File: config.mk
export PLATFORM = sky130hd
export DESIGN_NAME = alrs_front
export DESIGN_NICKNAME = d
export VERILOG_FILES = /design/src/rtl/core/alrs_pkg.sv /design/src/rtl/core/alrs_front.sv
export SDC_FILE = /design/constraint.sdc
export NUM_CORES = 1
export LEC_CHECK = 0
export BUFFER_PORTS_ARGS = -buffer_cell sky130_fd_sc_hd__buf_4
export CAP_MARGIN = 20
export CELL_PAD_IN_SITES_DETAIL_PLACEMENT = 1
export CELL_PAD_IN_SITES_GLOBAL_PLACEMENT = 2
export CORE_ASPECT_RATIO = 1.1
export CORE_MARGIN = 2
export CORE_UTILIZATION = 30
export CTS_CLUSTER_DIAMETER = 150
export DETAILED_ROUTE_END_ITERATION = 8
export PLACE_DENSITY_LB_ADDON = 0.25
export SLEW_MARGIN = 20
export SYNTH_ARGS = -nofsm -noshare
export SYNTH_HDL_FRONTEND = slang
export SYNTH_SLANG_ARGS = --single-unit
export TNS_END_PERCENT = 1
File: constraint.sdc
create_clock -name aclk -period 4 [get_ports aclk]
set_clock_uncertainty 0.05 [all_clocks]
set_input_delay 0.2 -clock aclk [delete_from_list [all_inputs] [get_ports aclk]]
set_output_delay 0.2 -clock aclk [all_outputs]
set_load 0.01 [all_outputs]
File: src/rtl/core/alrs_pkg.sv
package alrs_pkg;

    localparam int MAX_POINTS  = 64;
    localparam int ADDR_W      = $clog2(MAX_POINTS);
    localparam int CNT_W       = $clog2(MAX_POINTS + 1);
    localparam int IDX_W       = 6;
    localparam int COORD_W     = 32;
    localparam int STEP_W      = 32;
    localparam int CUM_W       = 40;
    localparam int POS_W       = 24;
    localparam int QUOT_W      = POS_W + 1;
    localparam int SQ_W        = 64;
    localparam int ROOT_W      = SQ_W / 2;
    localparam int PROD_W      = COORD_W + 1 + POS_W;
    localparam int DIV_CNT_W   = $clog2(POS_W + 1);
    localparam int SQRT_CNT_W  = $clog2(ROOT_W + 1);
    localparam int QUEUE_DEPTH = 2;
    localparam int QPTR_W      = $clog2(QUEUE_DEPTH);

    typedef enum logic {
        MODE_TABLE = 1'b0,
        MODE_POINT = 1'b1
    } mode_t;

    typedef enum logic [1:0] {
        CMD_TABLE_ENTRY,
        CMD_TABLE_CLOSE,
        CMD_POINT,
        CMD_LINE_CLOSE
    } cmd_kind_t;

    typedef struct packed {
        mode_t               mode;
        logic [STEP_W-1:0]   step_len;
        logic [COORD_W-1:0]  x_coord;
        logic [COORD_W-1:0]  z_coord;
        logic                last;
    } in_t;

    typedef struct packed {
        logic [IDX_W-1:0]    point_index;
        logic [COORD_W-1:0]  x_out;
        logic [COORD_W-1:0]  z_out;
        logic                last_out;
        logic                degenerate;
    } out_t;

    typedef struct packed {
        cmd_kind_t           kind;
        logic [STEP_W-1:0]   step_len;
        logic [COORD_W-1:0]  x_coord;
        logic [COORD_W-1:0]  z_coord;
    } cmd_t;

    typedef struct packed {
        logic                start;
        logic [CUM_W-1:0]    num;
        logic [CUM_W-1:0]    den;
    } div_req_t;

    typedef struct packed {
        logic                done;
        logic [QUOT_W-1:0]   quot;
    } div_rsp_t;

    typedef struct packed {
        logic                start;
        logic [SQ_W-1:0]     val;
    } sqrt_req_t;

    typedef struct packed {
        logic                done;
        logic [ROOT_W-1:0]   root;
    } sqrt_rsp_t;

    typedef enum logic [4:0] {
        ST_IDLE,
        ST_TGT_RD,
        ST_TGT_DIV,
        ST_TGT_WAIT,
        ST_CH_RD,
        ST_CH_LOAD,
        ST_CH_SQA,
        ST_CH_SQB,
        ST_CH_WAIT,
        ST_U_RD,
        ST_U_DIV,
        ST_U_WAIT,
        ST_E_BEGIN,
        ST_E_PLD,
        ST_E_TLD,
        ST_E_URD,
        ST_E_ULD,
        ST_E_RDIV,
        ST_E_RWAIT,
        ST_E_P0,
        ST_E_P1,
        ST_E_PD,
        ST_E_MX,
        ST_E_MZ,
        ST_E_FZ,
        ST_E_OUT
    } back_state_t;

endpackage

File: src/rtl/core/alrs_front.sv
module alrs_front (
    input  logic           aclk,
    input  logic           aresetn,
    input  logic           s_valid,
    output logic           s_ready,
    input  alrs_pkg::in_t  s_payload,
    output logic           cmd_valid,
    input  logic           cmd_ready,
    output alrs_pkg::cmd_t cmd
);
    import alrs_pkg::*;

    cmd_t               q_mem_reg [QUEUE_DEPTH];
    logic [QPTR_W-1:0]  wr_ptr_reg;
    logic [QPTR_W-1:0]  rd_ptr_reg;
    logic [QPTR_W:0]    count_reg;
    cmd_t               item;
    logic               push;
    logic               pop;

    always_comb begin
        item.step_len = s_payload.step_len;
        item.x_coord  = s_payload.x_coord;
        item.z_coord  = s_payload.z_coord;
        if (s_payload.mode == MODE_TABLE) begin
            item.kind = s_payload.last ? CMD_TABLE_CLOSE : CMD_TABLE_ENTRY;
        end else begin
            item.kind = s_payload.last ? CMD_LINE_CLOSE : CMD_POINT;
        end
    end

    assign s_ready   = count_reg != (QPTR_W+1)'(QUEUE_DEPTH);
    assign cmd_valid = count_reg != '0;
    assign cmd       = q_mem_reg[rd_ptr_reg];
    assign push      = s_valid && s_ready;
    assign pop       = cmd_valid && cmd_ready;

    always_ff @(posedge aclk) begin
        if (!aresetn) begin
            wr_ptr_reg <= '0;
            rd_ptr_reg <= '0;
            count_reg  <= '0;
        end else begin
            if (push) begin
                wr_ptr_reg <= (wr_ptr_reg == QPTR_W'(QUEUE_DEPTH - 1)) ? '0 : wr_ptr_reg + 1'b1;
            end
            if (pop) begin
                rd_ptr_reg <= (rd_ptr_reg == QPTR_W'(QUEUE_DEPTH - 1)) ? '0 : rd_ptr_reg + 1'b1;
            end
            if (push && !pop) begin
                count_reg <= count_reg + 1'b1;
            end else if (pop && !push) begin
                count_reg <= count_reg - 1'b1;
            end
        end
    end

    always_ff @(posedge aclk) begin
        if (push) begin
            q_mem_reg[wr_ptr_reg] <= item;
        end
    end

endmodule

==> results.md, run 1 <==
* Outcome: complete, no violations
* Final setup margin at 1505 ps
* Fin util at 0.4529
* H-tree levels at 1
* Fmax at 0.4009 GHz
* Core area at 24320 sq um
* TNS Setup at 0 ps
* CP arrival at 2240 ps
* Routed length per instance at 16.67 microns
* TritonRoute pass-1 iters at 4
* Iter 0 DRT Violations at 177
* Synth area leader: edfxtp_1
* Starting Density at 0.3037
* Via density at 4.266
* Max cap viols at 0
* Max VDD drop at 0.0003919 V
* Pleak at 4.129 nW
* First-pass GRT wire length at 24920 microns
* CTS Buffer Depth at 3
* Post-CTS setup buffer count at 0
* Endpoints failing setup at 0
* Syn Area/Cell at 22.45 sq um
* Antenna viol nets, final at 0
* CP max FO at 63
* Power Density at 587.4 nW/um^2
* Rel. slew slack at 0.4639
* Setup Slack @ Placement at 1736 ps
* Die span in y at 168.6 microns
* Critical path launch point type: flip-flop
* #FFs+latches synth at 201
* Final WL at 16270 microns
* Number of buffers and inverters on the critical path at 2
* Largest cells by area after synthesis: edfxtp_1 80%, mux2_2 12%, mux2_4 4.1%
* Synth warn at 0
* Critical Path End Type: primary output
* RSZ-0062 raised after global routing: no
* All-Layer GR Usage at 0.1213
* Hold Violations, Final at 0
* # rows at 60
* Largest delay share family, worst path: flip-flops
* Share of the synthesized area in the top cell type at 0.7967
* Gr ovfl total at 0
* Layout area overhead at 49.14%
* Slew @ Worst Pin at 804.2 ps
* Sequential area share after synthesis at 0.8103
* Die area at 25900 sq um
* # DRC at 0
* Total CTS buffers at 23
* CTS sink cnt at 201
* Clock root buffer: clkbuf_16
* Post-Synthesis Cells at 329
* I/O pin cnt at 202
* Number of global-route vias before repair at 4613
* CP max stage cell: dfxtp_4
* Post-route cell area at 11020 sq um
* Total power at 0.006471 W
* RePlAce Congestion at 0.6859
* Chip width at 153.6 microns
* DR vias at 4164
* I/O Buffers at 201
* Max reg flops at 196
* Critical Path RT at 3750 ps
* Post_cts resized at 0
* Mapped Nets at 432
* Pins over their slew limit at 0
* Mapped Area at 7387 sq um
* Share of cells above drive strength 1 at 0.5143
* Final worst path period share at 0.6237
* CP Cell Sequence: buf_12 -> mux2_2 -> buf_4
* Final Critical Period at 2495 ps
* Net count, final at 751
* Largest net degree at the start of global routing at 64
* Initial antenna violation count at 1
* Worst-path clk slew at 60 ps
* CP peak stage delay at 710 ps
* Post-synth cell types at 21
* Hold Path Class: input pin to flip-flop
* Crit Path Class: flip-flop to primary output
* Post-DP Area at 9270 sq um
* Worst-Skew Late Latency at 500 ps
* CTS tree: done
* DPL Wire Length at 9801 microns
layer usage:
metal	global-route usage	wire length, microns	vias to the layer above
met2	0.2099	8116	157
met5	0	0	-
met1	0.1499	6724	2036
li1	-	-	1947
met4	0.03231	289	0
met3	0.03379	1137	24
power by group:
group	total, W	switching (W)	internal (W)	leakage (nW)
Clock	0.00204	0.000799	0.00124	0.360
Sequential	0.00276	0.000125	0.00263	1.87
Combinational	0.00167	0.000738	0.000931	1.90
logic make-up after synthesis:
logic type                 after synthesis  synth area share
DFF                                    201            0.8103
muxes                                   98            0.1596
buffers and inverters                   12           0.01135
and+or+nand+nor                          9          0.008809
AOI/OAI and AO/OA                        5          0.004742
xor gates and xnor gates                 3          0.003558
adders and majority gates                1          0.001693
layout make-up:
class	count	area (sq um)
Timing Repair Buffer	305	2565
Antenna cell	1	2.502
Sequential cell	201	5989
Inverter	1	6.256
Clock inverter	17	160.2
Tap cell	310	387.9
Multi-Input combinational cell	116	1323
Fill cell	2350	13310
Clock buffer	25	583.1
stage by stage:
stage	hold slack, ps	std cells
2_1_floorplan	248.9	329
3_3_place_gp	334.7	833
3_5_place_dp	337.8	833
4_1_cts	127.5	975
5_1_grt	180.3	976
6_report	134.2	976
final timing paths:
check	startpoint	to	slack, ps	cells past startpoint
max reg2reg	count_reg[0]	q_mem_reg[0][47]	1800	4
max	flip-flop	cmd[27]	1510	3
min	cmd_ready	flip-flop	130	4
min reg2reg	count_reg[1]	count_reg[1]	520	2
worst min-delay path, stage by stage:
cell and delay, ps:
buf_4 70, o21ai_1 90, xnor2_1 170, and2_1 120
synthesized netlist by cell type:
cell type	number
nand3b_1	1
dfxtp_1	5
and2_1	4
and3_1	1
o21ai_1	1
nand2b_4	1
xnor2_1	2
a21boi_1	1
buf_2	7
xor2_1	1
ha_1	1
o21ai_0	1
or3_1	1
inv_1	1
or2_2	1
edfxtp_1	196
a21boi_0	1
mux2_4	20
buf_6	4
a21bo_2	1
mux2_2	78
layout by cell type, fill, tap and decap left out, types with 2 or more instances in the layout:
cell type      synthesis  layout
clkbuf_16              0      23
xnor2_1                2       2
mux2_2                78      78
dlygate4sd3_1          0     100
mux2_4                20      20
clkinvlp_4             0       2
clkbuf_1               0       2
bufinv_16              0       3
dfxtp_1                5       4
edfxtp_1             196     196
and2_1                 4       4
clkinv_2               0       4
clkinv_1               0       7
buf_12                 0       2
buf_4                  0     203
repair_timing:
item,4_1_cts,5_1_grt
hold buffers,100,0
endpoints found under the setup margin,0,0
hold endpoints to repair,201,0
Power figures use the tool's default switching activity.
==> inputs of run 2 (changes only) <==
==> constraint.sdc (replaced) <==
create_clock -name aclk -period 2.4 [get_ports aclk]
set_clock_uncertainty 0.05 [all_clocks]
set_input_delay 0.12 -clock aclk [delete_from_list [all_inputs] [get_ports aclk]]
set_output_delay 0.12 -clock aclk [all_outputs]
set_load 0.01 [all_outputs]
==> results.md, run 2 (synthesis gave the netlist of run 1 again) <==
* Switching Share at 0.2555 (-0.001356)
* TNS Setup at 0 ps (unchanged)
* Post-DP Area at 9350 sq um (+0.86%)
* Power Density at 967.1 nW/um^2 (+65%)
* Final WL at 16320 microns (+0.34%)
* Worst-Skew Late Latency at 490 ps (about the same)
* Total power at 0.01067 W (+65%)
* Layout area overhead at 49.34%
* Max reg flops at 196 (unchanged)
* Rel. slew slack at 0.7072 (+0.2433)
* Hold WS at 101.5 ps (-32.74 ps)
* Starting Density at 0.3037 (unchanged)
* Number of global-route vias before repair at 4667 (+1.2%)
* Endpoints failing setup at 0 (unchanged)
* RSZ-0062 raised after global routing: no
* Hold Path Class: input pin to flip-flop
* Crit Path Class: flip-flop to primary output
* First-pass GRT wire length at 25170 microns (+1.0%)
* Total CTS buffers at 23 (unchanged)
* Post_cts resized at 0 (unchanged)
* Most common cell after layout, fill and taps aside: buf_4
* CP max FO at 34 (-46%)
* Hold Startpoint: cmd_ready
* CTS tree: done
* Fillers at 2365 (+0.64%)
* Post-route cell area at 11030 sq um (+0.14%)
* Combinational share of power at 0.272 (+0.014)
* Largest net degree at the start of global routing at 63 (-1.6%)
* Hold Violations, Final at 0 (unchanged)
* Antenna Cells at 0 (-1)
* Final Critical Period at 2127 ps
* Outcome: complete, no violations
* DR vias at 4144 (-0.48%)
* H-tree levels at 1 (unchanged)
* # rows at 60 (unchanged)
* Gr ovfl total at 0 (unchanged)
* Chip width at 153.6 microns (unchanged)
* Die area at 25900 sq um (unchanged)
* Max VDD drop at 0.0004467 V (+14%)
* Fmax at 0.4701 GHz
* Routed length per instance at 16.76 microns (+0.55%)
* All-Layer GR Usage at 0.1225 (+0.001152)
* Post-CTS setup buffer count at 0 (unchanged)
* I/O pin cnt at 202 (unchanged)
* Critical Path RT at 2230 ps (-1520 ps)
* Worst-path clk slew at 50 ps (about the same)
* Switch Pwr at 0.002726 W (+64%)
* Clock root buffer: clkbuf_16
* Antenna viol nets, final at 0 (unchanged)
* TritonRoute pass-1 iters at 6 (+2)
* RePlAce Congestion at 0.6921 (+0.90%)
* Reg2Reg Setup Slack at 760 ps (-1040 ps)
* Final worst path period share at 0.8864
* Slew @ Worst Pin at 439.2 ps (-365.0 ps)
* Pleak at 4.134 nW (+0.12%)
* Clock share of power at 0.300 (-0.016)
* Core area at 24320 sq um (unchanged)
* CTS sink cnt at 201 (unchanged)
* Die span in y at 168.6 microns (unchanged)
* Max cap viols at 0 (unchanged)
* Hold Path Depth at 4 (unchanged)
* Iter 0 DRT Violations at 146 (-18%)
* CTS Buffer Depth at 3 (unchanged)
* Reg2Reg Launch Point: count_reg[0]
* Final setup margin at 272.6 ps (-1233 ps)
* CP arrival at 1960 ps (-280 ps)
* Share of cells above drive strength 1 at 0.5090 (-0.005250)
* Most frequent cells in the layout: 203 x buf_4, 196 x edfxtp_1, 100 x dlygate4sd3_1, 78 x mux2_2, 23 x clkbuf_16
* I/O Buffers at 201 (unchanged)
* Via density at 4.255 (-0.28%)
* Critical path launch point type: flip-flop
* Reg2Reg Depth at 5 (+1)
* Setup Slack @ Placement at 746.4 ps (-989.6 ps)
* Net count, final at 755 (+0.53%)
* Critical Path End Type: primary output
* Cell-internal power at 0.007943 W (+65%)
* # DRC at 0 (unchanged)
* Initial antenna violation count at 0 (-1)
* Hold bufs inserted after CTS at 100 (unchanged)
* Pins over their slew limit at 0 (unchanged)
* Part of the power in registers at 0.428 (+0.002)
* DPL Wire Length at 10250 microns (+4.6%)
* Worst flop-to-flop path endpoint: count_reg[1]
[run 2: worst max-delay path by stage]
stage | from | to | slack (ps) | cells after the start
3_5_place_dp | count_reg[0] | q_mem_reg[0][92] | 750 | 4
2_1_floorplan | count_reg[0] | q_mem_reg[0][0] | -670 | 3
5_1_grt | flip-flop | cmd[50] | 170 | 3
6_report | flip-flop | cmd[13] | 270 | 3
4_1_cts | flip-flop | cmd[50] | 220 | 3
3_3_place_gp | flip-flop | cmd[40] | 760 | 3
[run 2: power by group through the flow]
stage          clock network, W  logic, W  registers (W)
6_report                0.00320   0.00290        0.00457
5_1_grt                 0.00344   0.00312        0.00462
4_1_cts                 0.00331   0.00298        0.00458
3_5_place_dp                  0   0.00283        0.00465
3_3_place_gp                  0   0.00282        0.00462
2_1_floorplan                 0   0.00156        0.00457
[run 2: layout make-up]
class	count	area [sq um]	area share
clock inverters	11	93.84	0.008506
inverters	1	6.256	0.0005671
well taps	310	387.9	0.03516
repair buffers	309	2645	0.2398
multi-input cells	116	1323	0.1199
flip-flops and latches	201	5989	0.5429
clock buffers	26	586.8	0.05319
[run 2: layer usage]
metal	vias up	track usage	part of all wire
met4	0	0.03311	0.018
li1	1949	-	-
met3	22	0.03635	0.075
met1	2027	0.1495	0.42
met5	-	0	0
met2	146	0.2122	0.49
[run 2: critical path: stages, from the launching register on]
cell     delay [ps]
dfxtp_4         630
buf_12          270
mux2_2          380
buf_4           150
[run 2: per-stage QoR]
| stage | util | cells |
|---|---|---|
| 6_report | 0.4535 | 974 |
| 5_1_grt | 0.4535 | 974 |
| 3_3_place_gp | 0.3844 | 837 |
| 4_1_cts | 0.4535 | 974 |
| 3_5_place_dp | 0.3844 | 837 |
| 2_1_floorplan | - | 329 |
==> inputs of run 3 (changes only) <==
--- a/config.mk
+++ b/config.mk
@@ -11,7 +11,7 @@
 export CELL_PAD_IN_SITES_GLOBAL_PLACEMENT = 2
 export CORE_ASPECT_RATIO = 1.1
 export CORE_MARGIN = 2
-export CORE_UTILIZATION = 30
+export CORE_UTILIZATION = 38
 export CTS_CLUSTER_DIAMETER = 150
 export DETAILED_ROUTE_END_ITERATION = 8
 export PLACE_DENSITY_LB_ADDON = 0.25
==> results.md, run 3 (synthesis gave the netlist of run 1 again) <==
* # rows at 53 (-12%)
* Fillers at 1739 (-26%)
* First-pass GRT wire length at 24710 microns (-1.8%)
* CP max FO at 48 (+41%)
* Most frequent cells in the layout: 201 x buf_4, 196 x edfxtp_1, 100 x dlygate4sd3_1, 78 x mux2_2, 22 x clkbuf_16
* Final WL at 16360 microns (+0.25%)
* Layout area overhead at 48.27%
* Die span in y at 150.2 microns (-11%)
* GR met1 Demand/Resource at 0.1797 (+0.03020)
* Critical path launch point type: flip-flop
* Post_cts resized at 0 (unchanged)
* Most common cell after layout, fill and taps aside: buf_4
* Number of global-route vias before repair at 4696 (+0.62%)
* Slew @ Worst Pin at 410.3 ps (-29.00 ps)
* Hold Path Class: input pin to flip-flop
* Hold Violations, Final at 0 (unchanged)
* Reg2Reg Setup Slack at 640 ps (-120 ps)
* Final worst path period share at 0.8853 (-0.001058)
* GR Util met2 at 0.2841 (+0.07191)
* Die area at 20570 sq um (-21%)
* Outcome: complete, no violations
* Rel. slew slack at 0.7265 (+0.01933)
* Hold WS at 104.8 ps (+3.298 ps)
* All-Layer GR Usage at 0.1557 (+0.03319)
* GR peak layer: met2
* Largest net degree at the start of global routing at 51 (-19%)
* Clock root buffer: clkbuf_16
* Post-route cell area at 10950 sq um (-0.71%)
* Core area at 19100 sq um (-21%)
* Final Critical Period at 2125 ps (-2.539 ps)
* I/O Buffers at 201 (unchanged)
* Reg2Reg Launch Point: count_reg[0]
* CP arrival at 1950 ps (about the same)
* CTS Buffer Depth at 3 (unchanged)
* Antenna Cells at 0 (unchanged)
* Hold Startpoint: cmd_ready
* Endpoints failing setup at 0 (unchanged)
* Share of cells above drive strength 1 at 0.5166 (+0.007530)
* RSZ-0062 raised after global routing: no
* Worst-path clk slew at 60 ps (about the same)
* # DRC at 0 (unchanged)
* Pins over their slew limit at 0 (unchanged)
* DPL Wire Length at 10070 microns (-1.8%)
* Critical Path RT at 2230 ps (about the same)
* Iter 0 DRT Violations at 128 (-12%)
* CTS tree: done
* H-tree levels at 1 (unchanged)
* Post-DP Area at 9256 sq um (-1.0%)
* Starting Density at 0.3868 (+0.08309)
* Via density at 4.617 (+8.5%)
* Max cap viols at 0 (unchanged)
* Gr ovfl total at 0 (unchanged)
* Total CTS buffers at 22 (-4.3%)
* Antenna viol nets, final at 0 (unchanged)
* Setup Slack @ Placement at 641.1 ps (-105.3 ps)
* DP Cell Count at 772 (-7.8%)
* RePlAce Congestion at 0.7163 (+3.5%)
* Power Density at 971.4 nW/um^2 (+0.44%)
* Initial antenna violation count at 0 (unchanged)
* Max reg flops at 196 (unchanged)
* Seq. cell area at 5989 sq um (unchanged)
* Pleak at 4.134 nW (about the same)
* Worst-Skew Late Latency at 480 ps (about the same)
* TritonRoute pass-1 iters at 4 (-2)
* Fmax at 0.4706 GHz (+0.12%)
* Routing usage on met3 at 0.03771 (+0.001356)
* Fin util at 0.5735 (+0.1200)
* Net count, final at 752 (-0.40%)
* Critical Path End Type: primary output
* DR vias at 4206 (+1.5%)
* I/O pin cnt at 202 (unchanged)
* Routed length per instance at 17.96 microns (+7.2%)
* CTS sink cnt at 201 (unchanged)
* Crit Path Class: flip-flop to primary output
* Final setup margin at 275.2 ps (+2.539 ps)
* Finished Layout Cells at 911 (-6.5%)
* Area of the multi-input gates at 1323 sq um (unchanged)
* Chip width at 136.9 microns (-11%)
* Max VDD drop at 0.0006978 V (+56%)
==> run 3: cell count changes in the layout (fill, tap and decap cells not counted), sizes merged <==
cell | previous run | this run
buf | 209 | 207
inv | 1 | 2
clkbuf | 26 | 29
clkinv | 9 | 7
bufinv | 2 | 1
clkinvlp | 0 | 1
==> run 3: timing repair <==
action / in CTS / in global routing
hold buffers: 100 / 0
setup endpoints to repair: 0 / 0
endpoints found under the hold margin: 201 / 0
setup buffers: 0 / 0
==> run 3: critical path, cell delays in order (launching register included) <==
cell and delay [ps]:
dfxtp_4 540, buf_12 300, mux2_2 400, buf_4 150
==> run 3: report_power, final <==
group	total (W)	internal [W]	switching [W]
registers	0.00456	0.00439	0.000171
logic	0.00291	0.00161	0.00130
clock network	0.00318	0.00189	0.00129
total	0.0106	0.00788	0.00276
==> run 3: path summary, 6_finish.rpt <==
path / end / cells after the start
min: rd_ptr_reg / 4
min reg2reg: count_reg[1] / 2
max reg2reg: q_mem_reg[1][30] / 3
max: cmd[0] / 3
==> run 3: metrics by stage <==
stage / TNS (ps) / power [W]
after floorplan: -65380 / 0.006122
after global placement: 0 / 0.007377
after detailed placement: 0 / 0.007431
after CTS: 0 / 0.01079
after global routing: 0 / 0.01112
final: 0 / 0.01064
==> run 3: area by class of cell <==
type	count	area share
inverters	1	0.0005712
well taps	247	0.02822
flip-flops and latches	201	0.5468
clock inverters	10	0.008111
multi-input cells	116	0.1207
repair buffers	307	0.2401
clock buffers	29	0.05540
==> run 3: metal layers <==
metal,part of all wire,wire length (microns),up-vias
met2,0.53,8700,135
met1,0.38,6262,2097
met5,0,0,-
met4,0.021,336,0
met3,0.065,1064,23
li1,-,-,1951
